==> src/design/mssc_ram.sv <==
// Generic single-write, single-read RAM with registered read data.
`timescale 1ns / 1ps
module mssc_ram #(
  parameter int WIDTH = 32,
  parameter int DEPTH = 32
) (
  input  logic                     clk,
  input  logic                     we,
  input  logic [$clog2(DEPTH)-1:0] waddr,
  input  logic [WIDTH-1:0]         wdata,
  input  logic                     re,
  input  logic [$clog2(DEPTH)-1:0] raddr,
  output logic [WIDTH-1:0]         rdata
);
  logic [WIDTH-1:0] mem [DEPTH];
  logic [WIDTH-1:0] rdata_r;

  always_ff @(posedge clk) begin
    if (we) mem[waddr] <= wdata;
    if (re) rdata_r <= mem[raddr];
  end

  assign rdata = rdata_r;
endmodule

==> config.mk <==
export PLATFORM = sky130hd
export DESIGN_NAME = mssc_ram
export DESIGN_NICKNAME = d
export VERILOG_FILES = /design/src/design/mssc_ram.sv
export SDC_FILE = /design/constraint.sdc
export NUM_CORES = 1
export LEC_CHECK = 0
export BUFFER_PORTS_ARGS = -buffer_cell sky130_fd_sc_hd__buf_2
export CORE_MARGIN = 2
export CORE_UTILIZATION = 30
export CTS_CLUSTER_DIAMETER = 150
export DETAILED_ROUTE_END_ITERATION = 7
export PLACE_DENSITY = 0.47
export SYNTH_ARGS = -nofsm -noshare
export SYNTH_HDL_FRONTEND = slang
export SYNTH_SLANG_ARGS = --single-unit
==> constraint.sdc <==
create_clock -name clk -period 3.05 [get_ports clk]
set_clock_uncertainty 0.15 [all_clocks]
set_input_delay 0.61 -clock clk [delete_from_list [all_inputs] [get_ports clk]]
set_output_delay 0.61 -clock clk [all_outputs]
set_load 0.05 [all_outputs]
* Word level (Yosys, flattened, before mapping)
Memories as Yosys holds them, arrays and structs flattened. A register that Yosys moved wholly into a read port is not among the register bits.
Index checks and enable logic that the tools add are counted.
** Word-level totals
- Memories kept :: 1
- Output and inout port bits :: 32
- Memory bits (writable) :: 1024
- Input port bits :: 45
- Word-level logic and storage cells :: 3
- Register bits after elaboration :: 0
** Memories
- mem :: words 32, bits a word 32, read ports 1, clocked after Yosys merged registers in 1, write ports 1, RTL line 15 : logic [WIDTH-1:0] mem [DEPTH];
** Cells by class
- Mux-type cells :: 2
** Operators by type and width (number)
- $mux 1 :: 2

* Longest topological paths before layout
- Word-level depth :: 2
- Mapped depth :: 8
- Depth with buffers taken out :: 5

* Worst setup path before layout
No wires, ideal clock.
- Path type :: input-to-reg
- From :: input port waddr[1]
- To :: memory mem[12][0] (enable)
- Path buffers :: 1
- Arrival time :: 2.623 ns
- Required time :: 2.479 ns
- Setup time :: 0.421 ns
- Setup slack :: -0.144 ns
- Stages on the path :: 3
- Path through :: or3b_2 -> clkbuf_1 -> nor2_1
** RTL lines
- from (decl) :: RTL line 9 : input logic [$clog2(DEPTH)-1:0] waddr,
- to (decl) :: RTL line 15
No word-level cell before the write port.

* Worst setup path in the final report
- From :: register rdata_r[25], in the netlist rdata[25], read port of mem
- To :: output port rdata[25]
** RTL lines
- from (decl) :: RTL line 16 : logic [WIDTH-1:0] rdata_r;
- to (decl) :: RTL line 13 : output logic [WIDTH-1:0] rdata
No word-level cell between the ends.

==> results.md <==
Setup path:
- Counting both buffers and inverters, the worst setup path holds a total of 1.
- The number of cells on the worst reg-to-reg path is 5.
- On the critical path the largest part of the delay comes from flip-flops.
- The slowest stage of the critical path is the sky130_fd_sc_hd__edfxtp_1 cell.
- The startpoint type of the worst setup path is a flop.
- Data on the critical path is required at its endpoint by 2.29 ns.
- Traced cell by cell, the critical path runs through buf_2.
- The maximum fanout count along the critical path is 1.
- In this run the number of cells on the critical path is 1.
- On the worst path, the slowest cell contributes a delay of 0.49 ns.
- For the worst setup path, the data arrival time is 1.53 ns.
- The worst setup path is captured at an output pin.
- The class of the most critical setup path is flop to output pin.

Finish:
- The utilization after layout is 35.49%.
- The number of nets in the layout is 2491.
- The library cells used most frequently in the layout, excluding fill and tap cells, are 1056 x sky130_fd_sc_hd__edfxtp_1, 512 x sky130_fd_sc_hd__mux2i_1, 108 x sky130_fd_sc_hd__clkbuf_16.
- Relative to the synthesized area, the layout overhead comes to 17.67%.
- The leading cell type in the layout, fill and taps excluded is sky130_fd_sc_hd__edfxtp_1.
- The proportion of layout cells with a drive suffix above 1 is 15.81%.

Power:
- The relative contribution of the clock network to total power is 41.7%.
- The worst voltage drop across the vdd grid is 0.4145 mV.
- The switching power share of the total is 21.90%.
- For this design the ratio of total power to cell area is 642.4 mW/mm^2.
- The part of the total power dissipated in combinational logic is 5.6%.
- The final total power is 30.85 mW.
- The design internal power is 24.09 mW.
- The static leakage power is 16.46 nW.
- The total net switching power is 6.756 mW.
- The sequential cell fraction of total power is 52.7%.

Synthesis:
- The number of nets in the synthesized netlist is 2305.
- The number of unique standard cell types used by synthesis is 24.
- The sequential fraction of the synthesis area is 77.71%.
- The cell type with the largest total area after synthesis is sky130_fd_sc_hd__edfxtp_1.
- The synthesized cell area is 0.04081 sq mm.
- The post-synthesis area per instance is 18.06 sq um.
- In this run the biggest area consumer among cell types represents 77.71% of the synthesized area.
- Ranked by total cell area, the synthesized netlist is headed by sky130_fd_sc_hd__edfxtp_1 78%, sky130_fd_sc_hd__mux2i_1 13%, sky130_fd_sc_hd__a22oi_1 1.8%.
- The post-synthesis instance total is 2260.
- The synthesis-stage register bit count is 1056.
- The count of warnings emitted by yosys is 0.

Route:
- The violation count after the first detailed-route iteration is 1576.
- The detailed-route wire length is 108000 um.
- The final routed DRC violation total is 0.
- Before antenna repair, the detailed router went through 5 iterations.
- The count of nets left with antenna violations once routing finished came out at 0.
- The number of vias per cell after detailed routing is 4.873.
- The via total after detailed routing is 21055.
- The post-detailed-route wirelength per cell is 25.00 um.

Job:
- The max-capacitance violation count is 0.

Floorplan:
- The horizontal die dimension is 372.8 um.
- The floorplan has 135 rows.
- The top-level I/O count is 77.
- In this run the standard cell core region covers 0.1353 sq mm.
- The initial utilization of the core area, before any placement, comes to 30.16%.
- The overall die height is 372.8 um.
- The floorplan step defined a die boundary enclosing 0.1390 sq mm.

Clock tree:
- Clock-pin slew was measured on the worst setup and hold paths at 0.06 ns.
- The buffer type at the clock tree root is sky130_fd_sc_hd__clkbuf_16.
- The clock passes through at most 3 buffers.
- The TritonCTS clock tree is built.
- The H-tree was split into 3 levels.
- The count of hold buffers inserted by post-cts repair is 0.
- TritonCTS created 107 clock buffers.
- The later-pin clock latency in the skew report is 0.70 ns.
- After clock tree synthesis, the repair step resized 0 gates.
- Counting every sink on the clock net gives 1056.
- Buffers added to address setup during post-CTS repair amount to 0.

GRT:
- The via count of the first global-routing pass is 21662.
- The maximum number of pins on one net before global-route repair is 66.
- The aggregate global routing overflow is 0.
- Global routing used 15.28% of the available tracks.
- The number of antenna violations at the first check in global routing is 8.
- The first-pass GRT wire length is 155000 um.

Timing:
- The final number of max-transition violations came to 0.
- The highest clock rate is 436.6 MHz.
- The post-route minimum period is 2.291 ns.
- At the pin with the least slew margin, the transition time is 0.6515 ns.
- Setup repair after global routing left no endpoint under its margin.
- Setup violations remaining at the end of the flow were counted as 0.
- The portion of the clock cycle consumed by the worst path in the final layout is 75.10%.
- The final count of hold timing violations is 0.
- In this run the tightest slew margin relative to its limit is 56.57%.

Placed design:
- The count of buffers added on input and output ports is 76.
- Summed over all nets, the half-perimeter wirelength after detailed placement is 60700 um.
- The final estimated routing congestion in global placement is 0.7353.

Outcome:
- The run finished with clean final reports.

Worst hold path:
- The worst hold path belongs to the class input pin to flop.
- Counting instances, the worst hold path has a depth of 1.
==> registers in the layout, summed over array words and instances (netlist names) <==
name and flops:
rdata 32, mem 1024
==> metal layers <==
metal	track usage [%]	up-vias	share of wire [%]
met2	25.57	438	49
met4	4.310	10	2.0
met5	0	-	0.043
li1	-	9409	-
met1	20.73	11055	46
met3	2.078	143	3.8
==> path summary, 6_finish.rpt <==
check,from,to,slack (ns)
worst min-delay path,wdata[30],mem[26][30],0.24
worst min register to register,mem[11][3],rdata[3],0.53
worst max-delay path,rdata[25],rdata[25],0.76
worst max register to register,mem[7][13],rdata[13],1.04
==> cells in the mapped netlist, drive strengths merged <==
library cell	count
clkbuf	48
or2	1
nand2	98
edfxtp	1056
and2b	1
nor2	34
or3b	3
a31oi	32
nand3	98
nand3b	5
nand2b	2
nor2b	1
a21oi	96
or3	1
buf	79
a22oi	96
mux2i	512
a22o	64
nor3	32
and2	1
==> stage by stage <==
stage	area (sq um)	worst slack (ns)	setup TNS (ns)	hold slack (ns)	instances
after CTS	48010	0.6971	0	0.1817	4318
after global routing	48010	0.7085	0	0.2490	4318
after floorplan	40820	-0.1441	-37.16	0.4793	2260
after detailed placement	44560	0.2210	0	0.5238	4118
after global placement	44560	0.2367	0	0.5274	4118
final	48020	0.7595	0	0.2446	4321
==> layout make-up <==
type	count	area (sq um)
sequential	1056	31710
fill	12573	87280
tap	1781	2228
timing repair buffer	204	2014
clock buffer	127	2774
multi-input combinational	1077	8610
antenna	3	7.507
clock inverter	73	671.9
==> power by group through the flow <==
| stage | Combinational [mW] | Clock, mW | Sequential [mW] |
|---|---|---|---|
| after floorplan | 0.835 | 0 | 16.7 |
| after detailed placement | 1.75 | 0 | 16.6 |
| final | 1.73 | 12.9 | 16.3 |
| after global routing | 1.85 | 13.7 | 16.3 |
| after CTS | 1.75 | 13.2 | 16.3 |
| after global placement | 1.73 | 0 | 16.6 |
==> logic make-up (layout without fill, tap and decap cells) <==
logic type	count (synthesis)	after routing	synth area share [%]
compound gates	288	288	4.808
buf+inv	127	404	1.846
flops	1056	1056	77.71
mux	512	512	12.56
other cells	0	3	0
simple gates	277	277	3.076
==> worst reg2reg max path, cell delays in order, from the launching register on <==
cell                       delay (ns)
sky130_fd_sc_hd__edfxtp_1        0.35
sky130_fd_sc_hd__mux2i_1         0.17
sky130_fd_sc_hd__a22o_1          0.17
sky130_fd_sc_hd__nor3_1          0.06
sky130_fd_sc_hd__a31oi_1         0.34
sky130_fd_sc_hd__nand3_1         0.37
(Power assumes the default switching activity.)
