===== src/design/mssc_pkg.sv =====
// Package of types, opcodes and helpers for the single-cycle core.
`timescale 1ns / 1ps
package mssc_pkg;

  localparam int DATA_WORDS = 4096;
  localparam int DATA_AW    = $clog2(DATA_WORDS);

  localparam logic [5:0] OP_RTYPE = 6'h00;
  localparam logic [5:0] OP_J     = 6'h02;
  localparam logic [5:0] OP_JAL   = 6'h03;
  localparam logic [5:0] OP_BEQ   = 6'h04;
  localparam logic [5:0] OP_BNE   = 6'h05;
  localparam logic [5:0] OP_ADDI  = 6'h08;
  localparam logic [5:0] OP_ADDIU = 6'h09;
  localparam logic [5:0] OP_SLTI  = 6'h0a;
  localparam logic [5:0] OP_SLTIU = 6'h0b;
  localparam logic [5:0] OP_ANDI  = 6'h0c;
  localparam logic [5:0] OP_ORI   = 6'h0d;
  localparam logic [5:0] OP_LUI   = 6'h0f;
  localparam logic [5:0] OP_LW    = 6'h23;
  localparam logic [5:0] OP_LBU   = 6'h24;
  localparam logic [5:0] OP_LHU   = 6'h25;
  localparam logic [5:0] OP_SB    = 6'h28;
  localparam logic [5:0] OP_SH    = 6'h29;
  localparam logic [5:0] OP_SW    = 6'h2b;
  localparam logic [5:0] OP_LL    = 6'h30;
  localparam logic [5:0] OP_SC    = 6'h38;

  localparam logic [5:0] FN_SLL  = 6'h00;
  localparam logic [5:0] FN_SRL  = 6'h02;
  localparam logic [5:0] FN_JR   = 6'h08;
  localparam logic [5:0] FN_ADD  = 6'h20;
  localparam logic [5:0] FN_ADDU = 6'h21;
  localparam logic [5:0] FN_SUB  = 6'h22;
  localparam logic [5:0] FN_SUBU = 6'h23;
  localparam logic [5:0] FN_AND  = 6'h24;
  localparam logic [5:0] FN_OR   = 6'h25;
  localparam logic [5:0] FN_NOR  = 6'h27;
  localparam logic [5:0] FN_SLT  = 6'h2a;
  localparam logic [5:0] FN_SLTU = 6'h2b;

  localparam logic [1:0] CLS_R   = 2'd0;
  localparam logic [1:0] CLS_I   = 2'd1;
  localparam logic [1:0] CLS_J   = 2'd2;
  localparam logic [1:0] CLS_UNK = 2'd3;

  typedef enum logic [1:0] {
    LD_WORD,
    LD_BYTE,
    LD_HALF
  } load_kind_t;

  typedef struct packed {
    logic [31:0]        npc;
    logic               wr;
    logic [4:0]         dst;
    logic [31:0]        val;
    logic               mw;
    logic [DATA_AW-1:0] maddr;
    logic [11:0]        midx;
    logic [31:0]        mval;
    logic               br;
    logic [1:0]         cls;
    logic               halt;
    logic               ld;
    load_kind_t         ld_kind;
  } exec_res_t;

  // Register contents after reset, for entries not yet written.
  function automatic logic [31:0] rf_reset_val(input logic [4:0] idx);
    logic [31:0] v;
    v = 32'h0;
    if (idx == 5'd31) v = 32'hFFFF_FFFF;
    if (idx == 5'd29) v = 32'h0080_0000;
    return v;
  endfunction

endpackage


===== src/design/mssc_exec.sv =====
// Decode and execute logic for one instruction.
`timescale 1ns / 1ps
module mssc_exec import mssc_pkg::*; (
  input  logic [31:0] instr,
  input  logic [31:0] a,
  input  logic [31:0] b,
  input  logic [31:0] pc,
  output exec_res_t   res
);
  logic [5:0]  op, fn;
  logic [4:0]  rt, rd, sh;
  logic [31:0] zimm, simm, pc4, addr;
  logic [29:0] widx;
  logic        wr;
  logic [4:0]  dst;
  logic [31:0] val;

  always_comb begin
    op   = instr[31:26];
    rt   = instr[20:16];
    rd   = instr[15:11];
    sh   = instr[10:6];
    fn   = instr[5:0];
    zimm = {16'h0, instr[15:0]};
    simm = {{16{instr[15]}}, instr[15:0]};
    pc4  = pc + 32'd4;
    addr = a + simm;
    widx = addr[31:2] & 30'(DATA_WORDS - 1);

    res         = '0;
    res.npc     = pc4;
    res.cls     = CLS_I;
    res.ld_kind = LD_WORD;
    wr  = 1'b0;
    dst = 5'd0;
    val = 32'h0;

    case (op)
      OP_RTYPE: begin
        res.cls = CLS_R;
        dst = rd;
        wr  = 1'b1;
        case (fn)
          FN_ADD, FN_ADDU: val = a + b;
          FN_SUB, FN_SUBU: val = a - b;
          FN_AND:  val = a & b;
          FN_OR:   val = a | b;
          FN_NOR:  val = ~(a | b);
          FN_SLT:  val = {31'h0, $signed(a) < $signed(b)};
          FN_SLTU: val = {31'h0, a < b};
          FN_SLL:  val = b << sh;
          FN_SRL:  val = b >> sh;
          FN_JR: begin
            res.npc = a;
            wr = 1'b0;
          end
          default: wr = 1'b0;
        endcase
      end
      OP_ADDI, OP_ADDIU: begin dst = rt; wr = 1'b1; val = a + simm; end
      OP_ANDI:  begin dst = rt; wr = 1'b1; val = a & zimm; end
      OP_ORI:   begin dst = rt; wr = 1'b1; val = a | zimm; end
      OP_SLTI:  begin dst = rt; wr = 1'b1; val = {31'h0, $signed(a) < $signed(simm)}; end
      OP_SLTIU: begin dst = rt; wr = 1'b1; val = {31'h0, a < simm}; end
      OP_LUI:   begin dst = rt; wr = 1'b1; val = {instr[15:0], 16'h0}; end
      OP_BEQ, OP_BNE: begin
        res.br = (op == OP_BEQ) ? (a == b) : (a != b);
        if (res.br) res.npc = pc4 + {simm[29:0], 2'b00};
      end
      OP_LW, OP_LL, OP_LBU, OP_LHU: begin
        res.maddr = widx[DATA_AW-1:0];
        res.midx  = widx[11:0];
        res.ld    = 1'b1;
        if (op == OP_LBU) res.ld_kind = LD_BYTE;
        if (op == OP_LHU) res.ld_kind = LD_HALF;
        dst = rt;
        wr  = 1'b1;
      end
      OP_SW, OP_SB, OP_SH: begin
        res.maddr = widx[DATA_AW-1:0];
        res.midx  = widx[11:0];
        res.mw    = 1'b1;
        if (op == OP_SB) res.mval = {24'h0, b[7:0]};
        else if (op == OP_SH) res.mval = {16'h0, b[15:0]};
        else res.mval = b;
      end
      OP_SC: ;
      OP_J, OP_JAL: begin
        res.cls = CLS_J;
        res.npc = {pc4[31:28], instr[25:0], 2'b00};
        if (op == OP_JAL) begin
          dst = 5'd31;
          wr  = 1'b1;
          val = pc + 32'd8;
        end
      end
      default: res.cls = CLS_UNK;
    endcase

    // A write to register zero is dropped and reported as no write at all.
    if (wr && (dst != 5'd0)) begin
      res.wr  = 1'b1;
      res.dst = dst;
      res.val = val;
    end else begin
      res.ld = 1'b0;
    end
    res.halt = (res.npc == 32'hFFFF_FFFF);
  end
endmodule


===== config.mk =====
export PLATFORM = sky130hd
export DESIGN_NAME = mssc_exec
export DESIGN_NICKNAME = d
export VERILOG_FILES = /design/src/design/mssc_pkg.sv /design/src/design/mssc_exec.sv
export SDC_FILE = /design/constraint.sdc
export NUM_CORES = 1
export LEC_CHECK = 0
export BUFFER_PORTS_ARGS = -buffer_cell sky130_fd_sc_hd__buf_2
export CORE_MARGIN = 2
export CORE_UTILIZATION = 40
export DETAILED_ROUTE_END_ITERATION = 6
export PLACE_DENSITY_LB_ADDON = 0.08
export SLEW_MARGIN = 20
export SYNTH_ARGS = -nofsm -noshare
export SYNTH_HDL_FRONTEND = slang
export SYNTH_SLANG_ARGS = --single-unit

===== constraint.sdc =====
create_clock -name vclk -period 14.5
set_clock_uncertainty 0.15 [all_clocks]
set_input_delay 2.9 -clock vclk [all_inputs]
set_output_delay 2.9 -clock vclk [all_outputs]
set_load 0.05 [all_outputs]

After elaboration in Yosys (flattened, before gate mapping) --
Cells that the tools add are included.
Word-level totals: bits in registers 0, input bits 128, output and inout port bits 134
Cells by class: add/subtract/negate cells 6, order comparisons 4, equal/unequal tests 33, shift-type cells 2, multiplexer cells 24, bitwise gates (word level) 5, reductions and logical operators 15
Operator list (number):
- one-hot mux 32 bit (9 select lines) | 1
- one-hot mux 32 bit (8 select lines) | 1
- 2-to-1 mux 32 bit | 6
- == test 6 bit (second input constant) | 17
- adder 32 bit | 3
- less-than comparator 32 bit | 3
- one-hot mux 32 bit (3 select lines) | 1
- == test 6 x 4 -> 1 bit (second input constant) | 8
- 2-to-1 mux 38 bit | 1
- adder 32 x 3 -> 32 bit (second input constant) | 1
- adder 32 x 4 -> 32 bit (second input constant) | 1
- AND 32 x 16 -> 32 bit | 1
- AND 32 bit | 1
- == test 32 bit | 1
- == test 32 bit (second input constant) | 1
- less-than comparator 32 x 16 -> 1 bit | 1
- != test 32 bit | 1
- inverter 32 bit | 1
- OR 32 x 16 -> 32 bit | 1
- OR 32 bit | 1
- left shift 32 x 5 -> 32 bit | 1
- >> shifter 32 x 5 -> 32 bit | 1
- subtractor 32 bit | 1
- 2-to-1 mux 24 bit | 1
- other kinds (18) | 33

Longest topological paths before layout --
depth in word-level cells 6, mapped depth 19

Least setup slack after synthesis --
No wires, ideal clock.
kind input -> output, start input port pc[3], end output port res[3] in the netlist's numbering, arrival 8258 ps, slack 3192 ps, stages 18, cell sequence ha_1 and3_1 nand3_1 nor3_2 and3_1 nand2_1 xnor2_1 ha_1 and3_1 nand4_1 nor2_1 a2111oi_2 o21bai_1 a221oi_1 xor2_1 a311oi_1 nand4_1 nor3b_2
RTL lines:
- start: declaration | RTL line mssc_exec.sv:7 | input logic [31:0] pc,
- end: declaration | RTL line mssc_exec.sv:8 | output exec_res_t res

==> qor.log <==
qor: synth.avg_synthesized_cell_area 6.39 µm²
qor: final_layout.drive_above_1_share 13.6%
qor: synth.yosys-top-cells-area sky130_fd_sc_hd__ha_1 17%, sky130_fd_sc_hd__nor2_1 7.7%, sky130_fd_sc_hd__o21ai_0 6.9%
qor: global_routing.grt_max_degree 65
qor: timing.max_freq 90.6 MHz
qor: final_layout.area_used_by_multi_input_combinational_logic 0.0143 mm²
qor: route.vias_per_cell 6.57
qor: global_routing.wire_length_of_the_first_global_routing_pass 123000 µm
qor: timing.slew_headroom 26.9%
qor: critical_path.critical-path-slowest-cell sky130_fd_sc_hd__nor3_1
qor: final_layout.fillers 4341
qor: route.detail_route.drc_violations 0
qor: synth.syn_nets 2778
qor: synth.synthesis.instances 2434
qor: timing.final.period_utilization 76.2%
qor: power.p_per_area 39.6 mW/mm²
qor: synth.yosys_warnings 0
qor: final_layout.ff_latch_area 0 µm²
qor: timing.period_minus_slack 11.04 ns
qor: route.detailedRoute.firstPassIterationCount 7
qor: global_routing.grt_antenna_before_repair 4
qor: timing.timing.final.hold_violations 0
qor: timing.final-max-slew-violation-count 0
qor: run_status.run_status finished, final reports clean
qor: route.route.detailed.wl_per_inst 27.2 µm
qor: floorplanning.fp.coreArea 0.0386 mm²
qor: power.sequentialPowerShare 0%
qor: clocking.post_cts_resized 0
qor: route.wirelength 83500 µm
qor: min_path.timing.hold.worst.class in2out
qor: synth.synth.yosys.seq_area_share 0%
qor: power.clock_power_share 0%
qor: floorplanning.chipWidth 201 µm
qor: floorplanning.die_height 201 µm
qor: final_layout.nClkBuffers 0
qor: power.power_report.internal_total 214 µW
qor: power.vdd_ir_drop_max 0.0000324 V
qor: critical_path.critPathCaptureType output pin
qor: route.drtIter0Drc 2273
qor: timing.transition_at_the_pin_with_the_smallest_max_transition_slack 1.10 ns
qor: route.drt.antenna.violating_nets 0
qor: synth.yosys-top-cells-count 318 x sky130_fd_sc_hd__nor2_1, 215 x sky130_fd_sc_hd__o21ai_0, 212 x sky130_fd_sc_hd__ha_1, 203 x sky130_fd_sc_hd__a21oi_1, 195 x sky130_fd_sc_hd__nand2_1
qor: power.power_share_of_the_combinational_group 100.0%
qor: place.replace_congestion 1.06
qor: global_routing.grt_pass1_vias 19200
qor: critical_path.worst-setup-path-type in2out
qor: final_layout.antenna_cells 0
qor: synth.synth_top_area_share 17.0%
qor: synth.synth_unique_cells 96
qor: final_layout.syn2layout_area_growth 9.70%
qor: global_routing.globalRouteTotalUtil 39.3%
qor: critical_path.worst_ep_arrival_time 7.99 ns
qor: final_layout.design.final.nets 2903
qor: critical_path.crit_path_max_incr_delay 0.61 ns
qor: power.post-layout-total-power 675 µW
qor: power.fraction_of_power_spent_switching_nets 68.3%
qor: floorplanning.rows 72
qor: floorplanning.initial_utilization 40.4%
qor: route.num_vias 20200
qor: critical_path.worst_setup_path_start_kind input port
qor: global_routing.global_route.usage.met1 52.5%
qor: global_routing.grt_peak_use_layer met2
qor: global_routing.grt_use_met3 5.41%
qor: timing.report.final.setup_viol 0
qor: power.p_leak 0.00760 µW
qor: final_layout.final_util 44.3%
qor: run.timing.max_cap.violations 0
qor: final_layout.seq_cells 0
qor: floorplanning.top_level_ports 262
qor: synth.post-synth-top-count-cell sky130_fd_sc_hd__nor2_1
qor: power.power.net_switching 461 µW
qor: critical_path.critPathMaxFanout 11
qor: synth.yosys.area.top_type sky130_fd_sc_hd__ha_1
qor: critical_path.critPathRequiredTime 11.45 ns
qor: place.dp.final_hpwl 67800 µm
qor: critical_path.crit_chain buf_2 > ha_1 > nand2_1 > nor3_1 > nand3_1 > xnor2_1 > ha_1 > nand4_1 > nor2_1 > a211oi_1 > nor2_1 > a2111oi_2 > o21bai_1 > a221oi_1 > xor2_1 > a311oi_1 > nand4_1 > nor3b_2 > buf_2
qor: synth.synthesis.area 0.0156 mm²
qor: clocking.postCtsHoldBufs 0
qor: timing.rsz0062_at_grt false
qor: global_routing.grtUsageMet2 63.6%
qor: timing.tns 0 ns
qor: floorplanning.die_area 0.0405 mm²
qor: place.placement.io_buffers 262
qor: clocking.post-cts-setup-buffer-count 0
qor: global_routing.globalRoute.totalOverflow 0
final timing paths:
path	endpoint	from	slack [ns]	cells after the start
setup / recovery	res[3]	pc[2]	3.46	19
hold / removal	res[102]	pc[0]	6.11	4
per-stage QoR:
stage	cell area [µm²]	cells	setup WS, ns	hold WS (ns)
2_1_floorplan	15600	2434	3.19	5.92
3_3_place_gp	17100	3075	3.68	6.10
3_5_place_dp	17100	3075	3.56	6.10
4_1_cts	17100	3075	3.54	6.10
5_1_grt	17100	3075	3.02	6.12
6_report	17100	3075	3.46	6.11
worst max-delay path, delay by kind of cell:
family / cells / cell delay [ns]
AOI/OAI and AO/OA: 5 / 1.85
and+or+nand+nor: 8 / 1.61
adders and majority gates: 2 / 0.61
buffers and inverters: 2 / 0.55
xor gates and xnor gates: 2 / 0.48
routing by layer:
layer | wire (µm) | part of all wire [%]
met5 | 15 | 0.018
met1 | 34700 | 42
met4 | 3890 | 4.7
met2 | 37200 | 45
met3 | 7670 | 9.2
cell usage in the layout, fill, tap and decap left out, types with 18 or more instances in the layout:
cell type and instances:
sky130_fd_sc_hd__inv_1 141, sky130_fd_sc_hd__nand2b_1 21, sky130_fd_sc_hd__a21o_1 32, sky130_fd_sc_hd__o21ai_0 215, sky130_fd_sc_hd__mux2i_1 73, sky130_fd_sc_hd__nor4_1 36, sky130_fd_sc_hd__a21oi_1 203, sky130_fd_sc_hd__nand2_1 195
sky130_fd_sc_hd__o211ai_1 23, sky130_fd_sc_hd__nand3_1 51, sky130_fd_sc_hd__a221oi_1 29, sky130_fd_sc_hd__ha_1 212, sky130_fd_sc_hd__nor3_1 55, sky130_fd_sc_hd__xor2_1 42, sky130_fd_sc_hd__a222oi_1 31, sky130_fd_sc_hd__buf_4 35
sky130_fd_sc_hd__nor2b_1 19, sky130_fd_sc_hd__buf_2 261, sky130_fd_sc_hd__o31ai_1 18, sky130_fd_sc_hd__a211oi_1 45, sky130_fd_sc_hd__nand4_1 32, sky130_fd_sc_hd__o22ai_1 29, sky130_fd_sc_hd__o21bai_1 19, sky130_fd_sc_hd__xnor2_1 92
sky130_fd_sc_hd__a31oi_1 47, sky130_fd_sc_hd__and2_1 20, sky130_fd_sc_hd__nor2_1 317, sky130_fd_sc_hd__o21a_1 19
cells by family (layout without fill, tap and decap cells):
logic type | count (synthesis) | after routing | synth area share, %
buf+inv | 318 | 441 | 8.23
mux | 83 | 83 | 5.71
simple gates | 838 | 838 | 25.4
xor+xnor | 134 | 134 | 7.54
fa+ha+maj | 216 | 216 | 17.6
compound gates | 845 | 845 | 35.6
power groups by stage:
stage | logic (µW) | registers (µW) | clock network, µW
floorplan | 445 | 0 | 0
global placement | 654 | 0 | 0
detailed placement | 652 | 0 | 0
CTS | 655 | 0 | 0
global route | 722 | 0 | 0
finish | 675 | 0 | 0
area by class of cell:
cell class | count | area share, %
multi-input cells | 2116 | 83.8
repair buffers | 296 | 9.19
well taps | 518 | 3.80
inverters | 145 | 3.20
Power figures use the tool's default switching activity.
